File: src/hw/rtl/bsdt_pkg.sv
// Shared types, codes and constants for the beacon score device table.
`timescale 1ns / 1ps
package bsdt_pkg;

  localparam int TABLE_ENTRIES_DEF = 24;
  localparam int QUEUE_DEPTH       = 2;

  localparam logic [15:0]       TARGET_MFR   = 16'h09C8;
  localparam logic signed [7:0] NEAR_DBM     = -8'sd50;
  localparam logic [6:0]        SCORE_CAP    = 7'd100;
  localparam logic [32:0]       RECENT_EXTRA = 33'd2000;

  localparam logic [6:0]        RST_MFR_WEIGHT    = 7'd80;
  localparam logic [6:0]        RST_NAME_WEIGHT   = 7'd30;
  localparam logic [6:0]        RST_UUID_WEIGHT   = 7'd15;
  localparam logic [6:0]        RST_PROX_BONUS    = 7'd10;
  localparam logic [6:0]        RST_LIKELY        = 7'd70;
  localparam logic [6:0]        RST_POSSIBLE      = 7'd40;
  localparam logic signed [7:0] RST_RSSI_FLOOR    = -8'sd90;
  localparam logic [31:0]       RST_HB_PERIOD     = 32'd10000;

  typedef enum logic {
    OP_ADV       = 1'b0,
    OP_HEARTBEAT = 1'b1
  } op_e;

  typedef enum logic [1:0] {
    METHOD_NONE = 2'd0,
    METHOD_MFR  = 2'd1,
    METHOD_NAME = 2'd2,
    METHOD_UUID = 2'd3
  } method_e;

  typedef enum logic [1:0] {
    VERDICT_CANDIDATE = 2'd0,
    VERDICT_POSSIBLE  = 2'd1,
    VERDICT_LIKELY    = 2'd2
  } verdict_e;

  typedef enum logic [2:0] {
    REG_MFR_WEIGHT   = 3'd0,
    REG_NAME_WEIGHT  = 3'd1,
    REG_UUID_WEIGHT  = 3'd2,
    REG_PROX_BONUS   = 3'd3,
    REG_LIKELY       = 3'd4,
    REG_POSSIBLE     = 3'd5,
    REG_RSSI_FLOOR   = 3'd6,
    REG_HB_PERIOD    = 3'd7
  } reg_index_e;

  typedef enum logic [1:0] {
    ST_IDLE,
    ST_SCAN,
    ST_FINISH
  } back_state_e;

  typedef struct packed {
    logic [6:0]        mfr_weight;
    logic [6:0]        name_weight;
    logic [6:0]        uuid_weight;
    logic [6:0]        proximity_bonus;
    logic [6:0]        likely_level;
    logic [6:0]        possible_level;
    logic signed [7:0] rssi_floor;
    logic [31:0]       heartbeat_period_ms;
  } cfg_t;

  typedef struct packed {
    op_e        kind;
    logic [47:0] mac;
    logic [31:0] now;
    logic [6:0]  score;
    method_e     method;
    verdict_e    verdict;
  } job_t;

endpackage

File: src/hw/rtl/bsdt_front.sv
// Front end: scores advertisements, checks heartbeat timing, forwards jobs.
`timescale 1ns / 1ps
module bsdt_front import bsdt_pkg::*; (
  input  logic              clk,
  input  logic              rst,
  input  cfg_t              cfg,
  input  logic              push,
  input  logic              full,
  input  logic              operation,
  input  logic [47:0]       mac_address,
  input  logic signed [7:0] signal_strength,
  input  logic              has_mfr_data,
  input  logic [15:0]       mfr_id,
  input  logic              name_match,
  input  logic              uuid_match,
  input  logic [31:0]       now_ms,
  output logic              q_push,
  output job_t              q_word
);

  logic [31:0] last_heartbeat;
  logic        accept;
  logic        is_hb;
  logic        below_floor;
  logic        near;
  logic        mfr_hit;
  logic [9:0]  sum;
  logic [9:0]  total;
  logic [6:0]  score;
  logic [31:0] age;
  logic        due;
  logic        keep;
  method_e     method;
  verdict_e    verdict;

  always_comb begin
    accept      = push && !full;
    is_hb       = op_e'(operation) == OP_HEARTBEAT;
    below_floor = signal_strength < cfg.rssi_floor;
    near        = signal_strength >= NEAR_DBM;
    mfr_hit     = has_mfr_data && (mfr_id == TARGET_MFR);
    sum = (mfr_hit ? {3'b0, cfg.mfr_weight} : 10'd0)
        + (name_match ? {3'b0, cfg.name_weight} : 10'd0)
        + (uuid_match ? {3'b0, cfg.uuid_weight} : 10'd0);
    total = sum + ((sum != 10'd0 && near) ? {3'b0, cfg.proximity_bonus} : 10'd0);
    score = (total > {3'b0, SCORE_CAP}) ? SCORE_CAP : total[6:0];
    if (mfr_hit) begin
      method = METHOD_MFR;
    end else if (name_match) begin
      method = METHOD_NAME;
    end else if (uuid_match) begin
      method = METHOD_UUID;
    end else begin
      method = METHOD_NONE;
    end
    if (score >= cfg.likely_level) begin
      verdict = VERDICT_LIKELY;
    end else if (score >= cfg.possible_level) begin
      verdict = VERDICT_POSSIBLE;
    end else begin
      verdict = VERDICT_CANDIDATE;
    end
    age  = now_ms - last_heartbeat;
    due  = age >= cfg.heartbeat_period_ms;
    keep = is_hb ? due : (!below_floor && sum != 10'd0);
    q_push         = accept && keep;
    q_word.kind    = op_e'(operation);
    q_word.mac     = mac_address;
    q_word.now     = now_ms;
    q_word.score   = score;
    q_word.method  = method;
    q_word.verdict = verdict;
  end

  always_ff @(posedge clk) begin
    if (rst) begin
      last_heartbeat <= '0;
    end else if (accept && is_hb && due) begin
      last_heartbeat <= now_ms;
    end
  end

endmodule

File: src/hw/rtl/bsdt_queue.sv
// Short job queue between the front end and the table engine.
`timescale 1ns / 1ps
module bsdt_queue import bsdt_pkg::*; (
  input  logic clk,
  input  logic rst,
  input  logic q_push,
  input  job_t q_wdata,
  output logic q_full,
  input  logic q_pop,
  output logic q_empty,
  output job_t q_rdata
);

  localparam int PTR_W = (QUEUE_DEPTH > 1) ? $clog2(QUEUE_DEPTH) : 1;
  localparam int CNT_W = $clog2(QUEUE_DEPTH + 1);

  job_t             slots [QUEUE_DEPTH];
  logic [PTR_W-1:0] wr_ptr;
  logic [PTR_W-1:0] rd_ptr;
  logic [CNT_W-1:0] count;
  logic             do_push;
  logic             do_pop;

  always_comb begin
    q_full  = count == CNT_W'(QUEUE_DEPTH);
    q_empty = count == '0;
    do_push = q_push && !q_full;
    do_pop  = q_pop && !q_empty;
    q_rdata = slots[rd_ptr];
  end

  always_ff @(posedge clk) begin
    if (do_push) begin
      slots[wr_ptr] <= q_wdata;
    end
  end

  always_ff @(posedge clk) begin
    if (rst) begin
      wr_ptr <= '0;
      rd_ptr <= '0;
      count  <= '0;
    end else begin
      if (do_push) begin
        wr_ptr <= (wr_ptr == PTR_W'(QUEUE_DEPTH - 1)) ? '0 : wr_ptr + 1'b1;
      end
      if (do_pop) begin
        rd_ptr <= (rd_ptr == PTR_W'(QUEUE_DEPTH - 1)) ? '0 : rd_ptr + 1'b1;
      end
      if (do_push && !do_pop) begin
        count <= count + 1'b1;
      end else if (do_pop && !do_push) begin
        count <= count - 1'b1;
      end
    end
  end

endmodule

File: src/hw/rtl/bsdt_back.sv
// Table engine: walks the device table, allocates or updates entries, holds the result word.
`timescale 1ns / 1ps
module bsdt_back import bsdt_pkg::*; #(
  parameter int TABLE_ENTRIES = TABLE_ENTRIES_DEF,
  localparam int IDX_W = $clog2(TABLE_ENTRIES),
  localparam int CNT_W = $clog2(TABLE_ENTRIES + 1)
) (
  input  logic             clk,
  input  logic             rst,
  input  cfg_t             cfg,
  input  logic             q_empty,
  input  job_t             q_word,
  output logic             q_pop,
  output logic             empty,
  input  logic             pop,
  output logic             kind,
  output logic [IDX_W-1:0] slot_index,
  output logic             is_new,
  output logic [6:0]       confidence,
  output logic [1:0]       method,
  output logic [1:0]       verdict,
  output logic             alert
);

  logic [47:0] mac_mem  [TABLE_ENTRIES];
  logic [31:0] seen_mem [TABLE_ENTRIES];
  logic [6:0]  conf_mem [TABLE_ENTRIES];
  logic [47:0] rd_mac;
  logic [31:0] rd_seen;
  logic [6:0]  rd_conf;

  back_state_e      state;
  back_state_e      state_next;
  job_t             cur;
  logic [CNT_W-1:0] used;
  logic [CNT_W-1:0] issue_cnt;
  logic             chk_valid;
  logic [IDX_W-1:0] chk_idx;
  logic [31:0]      min_seen;
  logic [IDX_W-1:0] min_idx;
  logic [IDX_W-1:0] res_slot;
  logic             res_new;
  logic             res_alert;
  logic             out_valid;

  logic             is_adv;
  logic             used_full;
  logic             last_chk;
  logic [31:0]      age;
  logic [32:0]      window;
  logic             hb_hit;
  logic             found;
  logic             decide;
  logic             older;
  logic [IDX_W-1:0] min_sel;
  logic [31:0]      min_seen_sel;
  logic [IDX_W-1:0] new_slot;
  logic             issue;
  logic             mem_we;
  logic             load_out;

  always_comb begin
    is_adv       = cur.kind == OP_ADV;
    used_full    = used == CNT_W'(TABLE_ENTRIES);
    last_chk     = chk_valid && (CNT_W'(chk_idx) + 1'b1 == used);
    age          = cur.now - rd_seen;
    window       = {1'b0, cfg.heartbeat_period_ms} + RECENT_EXTRA;
    hb_hit       = (rd_conf >= cfg.likely_level) && ({1'b0, age} < window);
    found        = chk_valid && (is_adv ? (rd_mac == cur.mac) : hb_hit);
    decide       = (state == ST_SCAN) && ((used == '0) || found || last_chk);
    older        = (chk_idx == '0) || (rd_seen < min_seen);
    min_sel      = older ? chk_idx : min_idx;
    min_seen_sel = older ? rd_seen : min_seen;
    if (found) begin
      new_slot = chk_idx;
    end else if (used_full) begin
      new_slot = min_sel;
    end else begin
      new_slot = used[IDX_W-1:0];
    end
    issue    = (state == ST_SCAN) && !decide && (issue_cnt < used);
    mem_we   = decide && is_adv;
    load_out = (state == ST_FINISH) && (!out_valid || pop);
    q_pop    = (state == ST_IDLE) && !q_empty;
    empty    = !out_valid;
  end

  always_comb begin
    state_next = state;
    case (state)
      ST_IDLE: begin
        if (!q_empty) state_next = ST_SCAN;
      end
      ST_SCAN: begin
        if (decide) state_next = ST_FINISH;
      end
      ST_FINISH: begin
        if (load_out) state_next = ST_IDLE;
      end
      default: state_next = ST_IDLE;
    endcase
  end

  always_ff @(posedge clk) begin
    if (rst) begin
      state <= ST_IDLE;
    end else begin
      state <= state_next;
    end
  end

  always_ff @(posedge clk) begin
    if (mem_we) begin
      mac_mem[new_slot]  <= cur.mac;
      seen_mem[new_slot] <= cur.now;
      conf_mem[new_slot] <= cur.score;
    end
    rd_mac  <= mac_mem[issue_cnt[IDX_W-1:0]];
    rd_seen <= seen_mem[issue_cnt[IDX_W-1:0]];
    rd_conf <= conf_mem[issue_cnt[IDX_W-1:0]];
  end

  always_ff @(posedge clk) begin
    if (rst) begin
      used      <= '0;
      issue_cnt <= '0;
      chk_valid <= 1'b0;
      out_valid <= 1'b0;
    end else begin
      if (q_pop) begin
        issue_cnt <= '0;
        chk_valid <= 1'b0;
      end else begin
        chk_valid <= issue;
        if (issue) issue_cnt <= issue_cnt + 1'b1;
      end
      if (mem_we && !found && !used_full) begin
        used <= used + 1'b1;
      end
      if (load_out) begin
        out_valid <= 1'b1;
      end else if (pop) begin
        out_valid <= 1'b0;
      end
    end
  end

  always_ff @(posedge clk) begin
    if (q_pop) begin
      cur <= q_word;
    end
    if (issue) begin
      chk_idx <= issue_cnt[IDX_W-1:0];
    end
    if (state == ST_SCAN && chk_valid) begin
      min_seen <= min_seen_sel;
      min_idx  <= min_sel;
    end
    if (decide) begin
      res_slot  <= new_slot;
      res_new   <= !found;
      res_alert <= is_adv ? ((cur.verdict == VERDICT_LIKELY) || !found) : found;
    end
    if (load_out) begin
      kind       <= cur.kind;
      slot_index <= is_adv ? res_slot : '0;
      is_new     <= is_adv ? res_new : 1'b0;
      confidence <= is_adv ? cur.score : '0;
      method     <= is_adv ? cur.method : METHOD_NONE;
      verdict    <= is_adv ? cur.verdict : VERDICT_CANDIDATE;
      alert      <= res_alert;
    end
  end

endmodule

File: src/hw/rtl/beacon_score_device_table.sv
// Top level of the beacon score device table: config registers, front end, queue, table engine.
//
//   channel   handshake               words
//   input     push / full             advertisement report or heartbeat tick
//   result    empty / pop             one result word per kept item
//   config    write_enable (no wait)  write_index selects, write_data carries value
//
// The front end takes one word per cycle while full is low; dropped words and heartbeats
// not yet due end there. A kept advertisement is handled in the table engine by one table
// read per cycle over the used entries, up to a matching address, then allocate/update.
// A due heartbeat scans the same way and stops at the first likely, recent entry.
// Synchronous reset; the table needs no clearing pass (only used entries are read).
// A two-word queue and the result register let input and output stall independently.
`timescale 1ns / 1ps
module beacon_score_device_table import bsdt_pkg::*; #(
  parameter int TABLE_ENTRIES = TABLE_ENTRIES_DEF,
  localparam int IDX_W = $clog2(TABLE_ENTRIES)
) (
  input  logic              clk,
  input  logic              rst,
  input  logic              push,
  output logic              full,
  input  logic              operation,
  input  logic [47:0]       mac_address,
  input  logic signed [7:0] signal_strength,
  input  logic              has_mfr_data,
  input  logic [15:0]       mfr_id,
  input  logic              name_match,
  input  logic              uuid_match,
  input  logic [31:0]       now_ms,
  output logic              empty,
  input  logic              pop,
  output logic              kind,
  output logic [IDX_W-1:0]  slot_index,
  output logic              is_new,
  output logic [6:0]        confidence,
  output logic [1:0]        method,
  output logic [1:0]        verdict,
  output logic              alert,
  input  logic              write_enable,
  input  logic [2:0]        write_index,
  input  logic [31:0]       write_data
);

  cfg_t cfg;
  logic q_push;
  job_t q_wdata;
  logic q_pop;
  logic q_empty;
  job_t q_rdata;

  always_ff @(posedge clk) begin
    if (rst) begin
      cfg.mfr_weight          <= RST_MFR_WEIGHT;
      cfg.name_weight         <= RST_NAME_WEIGHT;
      cfg.uuid_weight         <= RST_UUID_WEIGHT;
      cfg.proximity_bonus     <= RST_PROX_BONUS;
      cfg.likely_level        <= RST_LIKELY;
      cfg.possible_level      <= RST_POSSIBLE;
      cfg.rssi_floor          <= RST_RSSI_FLOOR;
      cfg.heartbeat_period_ms <= RST_HB_PERIOD;
    end else if (write_enable) begin
      case (reg_index_e'(write_index))
        REG_MFR_WEIGHT:  cfg.mfr_weight          <= write_data[6:0];
        REG_NAME_WEIGHT: cfg.name_weight         <= write_data[6:0];
        REG_UUID_WEIGHT: cfg.uuid_weight         <= write_data[6:0];
        REG_PROX_BONUS:  cfg.proximity_bonus     <= write_data[6:0];
        REG_LIKELY:      cfg.likely_level        <= write_data[6:0];
        REG_POSSIBLE:    cfg.possible_level      <= write_data[6:0];
        REG_RSSI_FLOOR:  cfg.rssi_floor          <= write_data[7:0];
        REG_HB_PERIOD:   cfg.heartbeat_period_ms <= write_data;
        default: ;
      endcase
    end
  end

  bsdt_front u_front (
    .clk             (clk),
    .rst             (rst),
    .cfg             (cfg),
    .push            (push),
    .full            (full),
    .operation       (operation),
    .mac_address     (mac_address),
    .signal_strength (signal_strength),
    .has_mfr_data    (has_mfr_data),
    .mfr_id          (mfr_id),
    .name_match      (name_match),
    .uuid_match      (uuid_match),
    .now_ms          (now_ms),
    .q_push          (q_push),
    .q_word          (q_wdata)
  );

  bsdt_queue u_queue (
    .clk     (clk),
    .rst     (rst),
    .q_push  (q_push),
    .q_wdata (q_wdata),
    .q_full  (full),
    .q_pop   (q_pop),
    .q_empty (q_empty),
    .q_rdata (q_rdata)
  );

  bsdt_back #(
    .TABLE_ENTRIES (TABLE_ENTRIES)
  ) u_back (
    .clk        (clk),
    .rst        (rst),
    .cfg        (cfg),
    .q_empty    (q_empty),
    .q_word     (q_rdata),
    .q_pop      (q_pop),
    .empty      (empty),
    .pop        (pop),
    .kind       (kind),
    .slot_index (slot_index),
    .is_new     (is_new),
    .confidence (confidence),
    .method     (method),
    .verdict    (verdict),
    .alert      (alert)
  );

endmodule
File: config.mk
export PLATFORM = sky130hd
export DESIGN_NAME = beacon_score_device_table
export DESIGN_NICKNAME = d
export VERILOG_FILES = /design/src/hw/rtl/bsdt_pkg.sv /design/src/hw/rtl/bsdt_front.sv /design/src/hw/rtl/bsdt_queue.sv /design/src/hw/rtl/bsdt_back.sv /design/src/hw/rtl/beacon_score_device_table.sv
export SDC_FILE = /design/constraint.sdc
export NUM_CORES = 2
export LEC_CHECK = 0
export BUFFER_PORTS_ARGS = -buffer_cell sky130_fd_sc_hd__buf_2
export CORE_UTILIZATION = 55
export DETAILED_ROUTE_END_ITERATION = 7
export PLACE_DENSITY = 0.69
export SLEW_MARGIN = 15
export SYNTH_ARGS = -nofsm -noshare
export SYNTH_HDL_FRONTEND = slang
export SYNTH_SLANG_ARGS = --single-unit
File: constraint.sdc
create_clock -name clk -period 15.7 [get_ports clk]
set_input_delay 3.14 -clock clk [delete_from_list [all_inputs] [get_ports clk]]
set_output_delay 3.14 -clock clk [all_outputs]
set_load 0.02 [all_outputs]
==> impl_metrics.yaml <==
cells_and_area:
  fill_cells: 13050
  antenna_cells: 0
  area_growth_pct: 12.42
  utilization_pct: 62.29
  drive_above_1_share_pct: 23.66
  multiInputGateArea_mm2: 0.02667
  ff_latch_area_mm2: 0.07744
  fin_nets: 6116
timing:
  max_freq_ghz: 0.09646
  setup_viol: 0
  rsz0062_at_grt: "false"
  finClkSkew_ns: 0.06183
  finalHoldViolations: 0
  min_period_ns: 10.37
  fin_crit_sh_pct: 66.03
  worst_pin_slew_ns: 1.137
  setup_tns_ns: 0
  slew_headroom_pct: 23.88
  slew_viol_final: 0
status:
  outcome: "completed"
routing:
  drt-pass1-iter-count: 6
  drt_wl_total_mm: 232.4
  via_per_inst: 6.120
  drtAntennaViolNets: 0
  drc: 0
  wl_per_cell_um: 27.47
  drt_iter0_drc: 4701
  num_vias: 51780
placed_design:
  place_congestion: 0.8107
  dp_hpwl_mm: 126.7
  io_buffers: 168
synth:
  synth_area_per_cell_um2: 19.46
  netlist_area_mm2: 0.1055
  netlist.area_leader.share_pct: 69.23
  synth_warnings: 0
  syn-num-nets: 5785
  synth_edf_count: 2432
  seq_area_frac_synth_pct: 73.39
  yosys_register_bits: 2651
  synthDistinctLibCells: 76
  synth_top_cell_by_area: "edfxtp_1"
  synth_flop_cell: "edfxtp_1"
  async_flop_share_pct: 0
  synthCells: 5420
  synthTopCellsByArea: "edfxtp_1 69%, mux4_2 13%, dfxtp_1 4.2%, ha_1 2.4%, mux2i_1 1.4%"
floorplanning:
  die_w_um: 439.9
  rows: 160
  dieArea_mm2: 0.1935
  initial_core_util_pct: 55.41
  boundaryPins: 169
  die_y_um: 439.9
  coreArea_mm2: 0.1904
global_routing:
  gr-total-overflow: 0
  grt_pass1_vias: 53800
  grt_pass1_wl_mm: 343.6
  grt_max_degree: 122
  track_usage_pct: 24.33
  antenna_found_initial: 4
clocking:
  cts_tree: "built"
  cts_buffer_depth: 4
  clkTransAtPathRegs_ns: 0.06
  ctsHoldBuffers: 0
  htreeDepth: 5
  numClockSinks: 2651
  ctsResizeCount: 0
  insertion_delay_ns: 0.94
  post_cts_buffers: 0
  clockRootBuffer: "clkbuf_16"
  cts_buffers: 283
setup_path:
  required_ns: 16.22
  worst-path-max-fanout: 44
  crit_arrival_ns: 10.89
  critPathCaptureType: "register"
  startpoint_type: "register"
  worstSetupPathType: "register to register"
hold_path:
  hp-class: "register to register"
run:
  cap_violations: 0
power_and_ir_drop:
  vdd_drop_max_mv: 0.1569
  p_leak_nw: 38.32
  p_per_area_mw_per_mm2: 151.0
[where the power goes]
part           switching (mW)  internal, mW
clock                    2.61          3.84
sequential              0.737          8.88
combinational            1.13         0.704
[flip-flops by register name, summed over array words and instances, names as in the netlist, 32 cells and up]
name and cells:
u_back.mac_mem 1152, u_back.seen_mem 768, u_queue.slots 184, u_back.conf_mem 168, u_back.cur 92, cfg 82
u_back.rd_mac 48, u_back.min_seen 32, u_back.rd_seen 32, u_front.last_heartbeat 32
[logic make-up after synthesis]
group / after synthesis / share of synthesized area [%]
flip-flops: 2651 / 73.39
multiplexers: 849 / 15.39
buffers and inverters: 423 / 1.528
XOR/XNOR: 153 / 1.270
AO/OA/AOI/OAI: 464 / 2.741
AND/OR/NAND/NOR: 661 / 3.008
adder cells (fa/ha/maj): 219 / 2.671
[critical path: stages (launching register included)]
cell and delay (ns):
edfxtp_1 0.87, ha_1 0.36, nor2b_1 0.14, o31ai_1 0.33
a21oi_1 0.18, o32ai_1 0.59, o21ai_1 0.28, a221oi_1 0.65
o311ai_1 0.24, and3_1 0.24, a311oi_1 0.31, xnor2_1 0.12
ha_1 0.30, nand4_1 0.11, or4_1 0.57, a31oi_1 0.17
or4b_1 0.68, nand2b_1 0.18, o311ai_0 0.52, nand3_1 0.62
nor2_4 0.85, buf_4 0.89, buf_4 0.64
[layout make-up]
| cell class | instances | area share, % |
|---|---|---|
| multi-input cells | 2346 | 22.49 |
| clock buffers | 373 | 6.581 |
| repair buffers | 271 | 1.416 |
| inverters | 198 | 0.6310 |
| well taps | 2511 | 2.649 |
| clock inverters | 111 | 0.9264 |
| flip-flops and latches | 2651 | 65.30 |
[stage by stage]
| step | std cells | hold WS [ns] | cell area [µm²] | setup slack (ns) | power (mW) |
|---|---|---|---|---|---|
| 4_1_cts | 8461 | 0.4315 | 118600 | 5.302 | 18.02 |
| 6_report | 8461 | 0.4288 | 118600 | 5.333 | 17.91 |
| 5_1_grt | 8461 | 0.4403 | 118600 | 4.672 | 18.53 |
| 3_3_place_gp | 7977 | 0.4055 | 109700 | 4.437 | 11.49 |
| 3_5_place_dp | 7977 | 0.4098 | 109700 | 4.376 | 11.59 |
| 2_1_floorplan | 5420 | 0.4003 | 105500 | 1.592 | 10.65 |
[metal layers]
| metal | global-route usage, % | wire length [µm] | vias to the layer above |
|---|---|---|---|
| li1 | - | - | 22430 |
| met1 | 33.76 | 95070 | 27050 |
| met2 | 40.09 | 114900 | 1951 |
| met3 | 4.231 | 16730 | 347 |
| met4 | 6.698 | 5706 | 4 |
| met5 | 0 | 30 | - |
[synthesized netlist by cell type (13+ instances only)]
cell         n
a21oi_1    214
ha_1       206
nand4_1     30
nor3_1      22
dfxtp_1    219
inv_1      198
nor2_1     245
buf_1       63
edfxtp_1  2432
clkbuf_1   153
a211o_1     25
nor4_1      15
mux4_2     609
o21ai_0     57
a21o_1      69
nand2b_1    25
mux2i_1    145
nand3_1     45
and2_1      37
nand2_1    134
xnor2_1     73
nor2b_1     46
mux2_2      95
xor2_1      80
nand3b_1    17
a211oi_1    13
[cells in the final DEF (no fill, tap or decap), types with 99 or more instances in the layout]
master     Yosys  routed
mux2i_1      145     145
ha_1         206     206
clkbuf_16      0     294
mux4_2       609     609
inv_1        198     197
nor2_1       245     220
nand2_1      134     134
buf_2          4     167
dfxtp_1      219     213
buf_4          0      99
a21oi_1      214     213
edfxtp_1    2432    2432
[final timing paths]
check | startpoint | endpoint | slack [ns] | cells past startpoint
worst max-delay path | u_back.cur[12] | u_back.mac_mem[15][14] | 5.33 | 22
worst min-delay path | u_back.res_alert | u_back.alert | 0.43 | 0
worst max register to register | u_back.cur[12] | u_back.mac_mem[15][14] | 5.33 | 22
worst min register to register | u_back.res_alert | u_back.alert | 0.43 | 0
(Power assumes the default switching activity.)
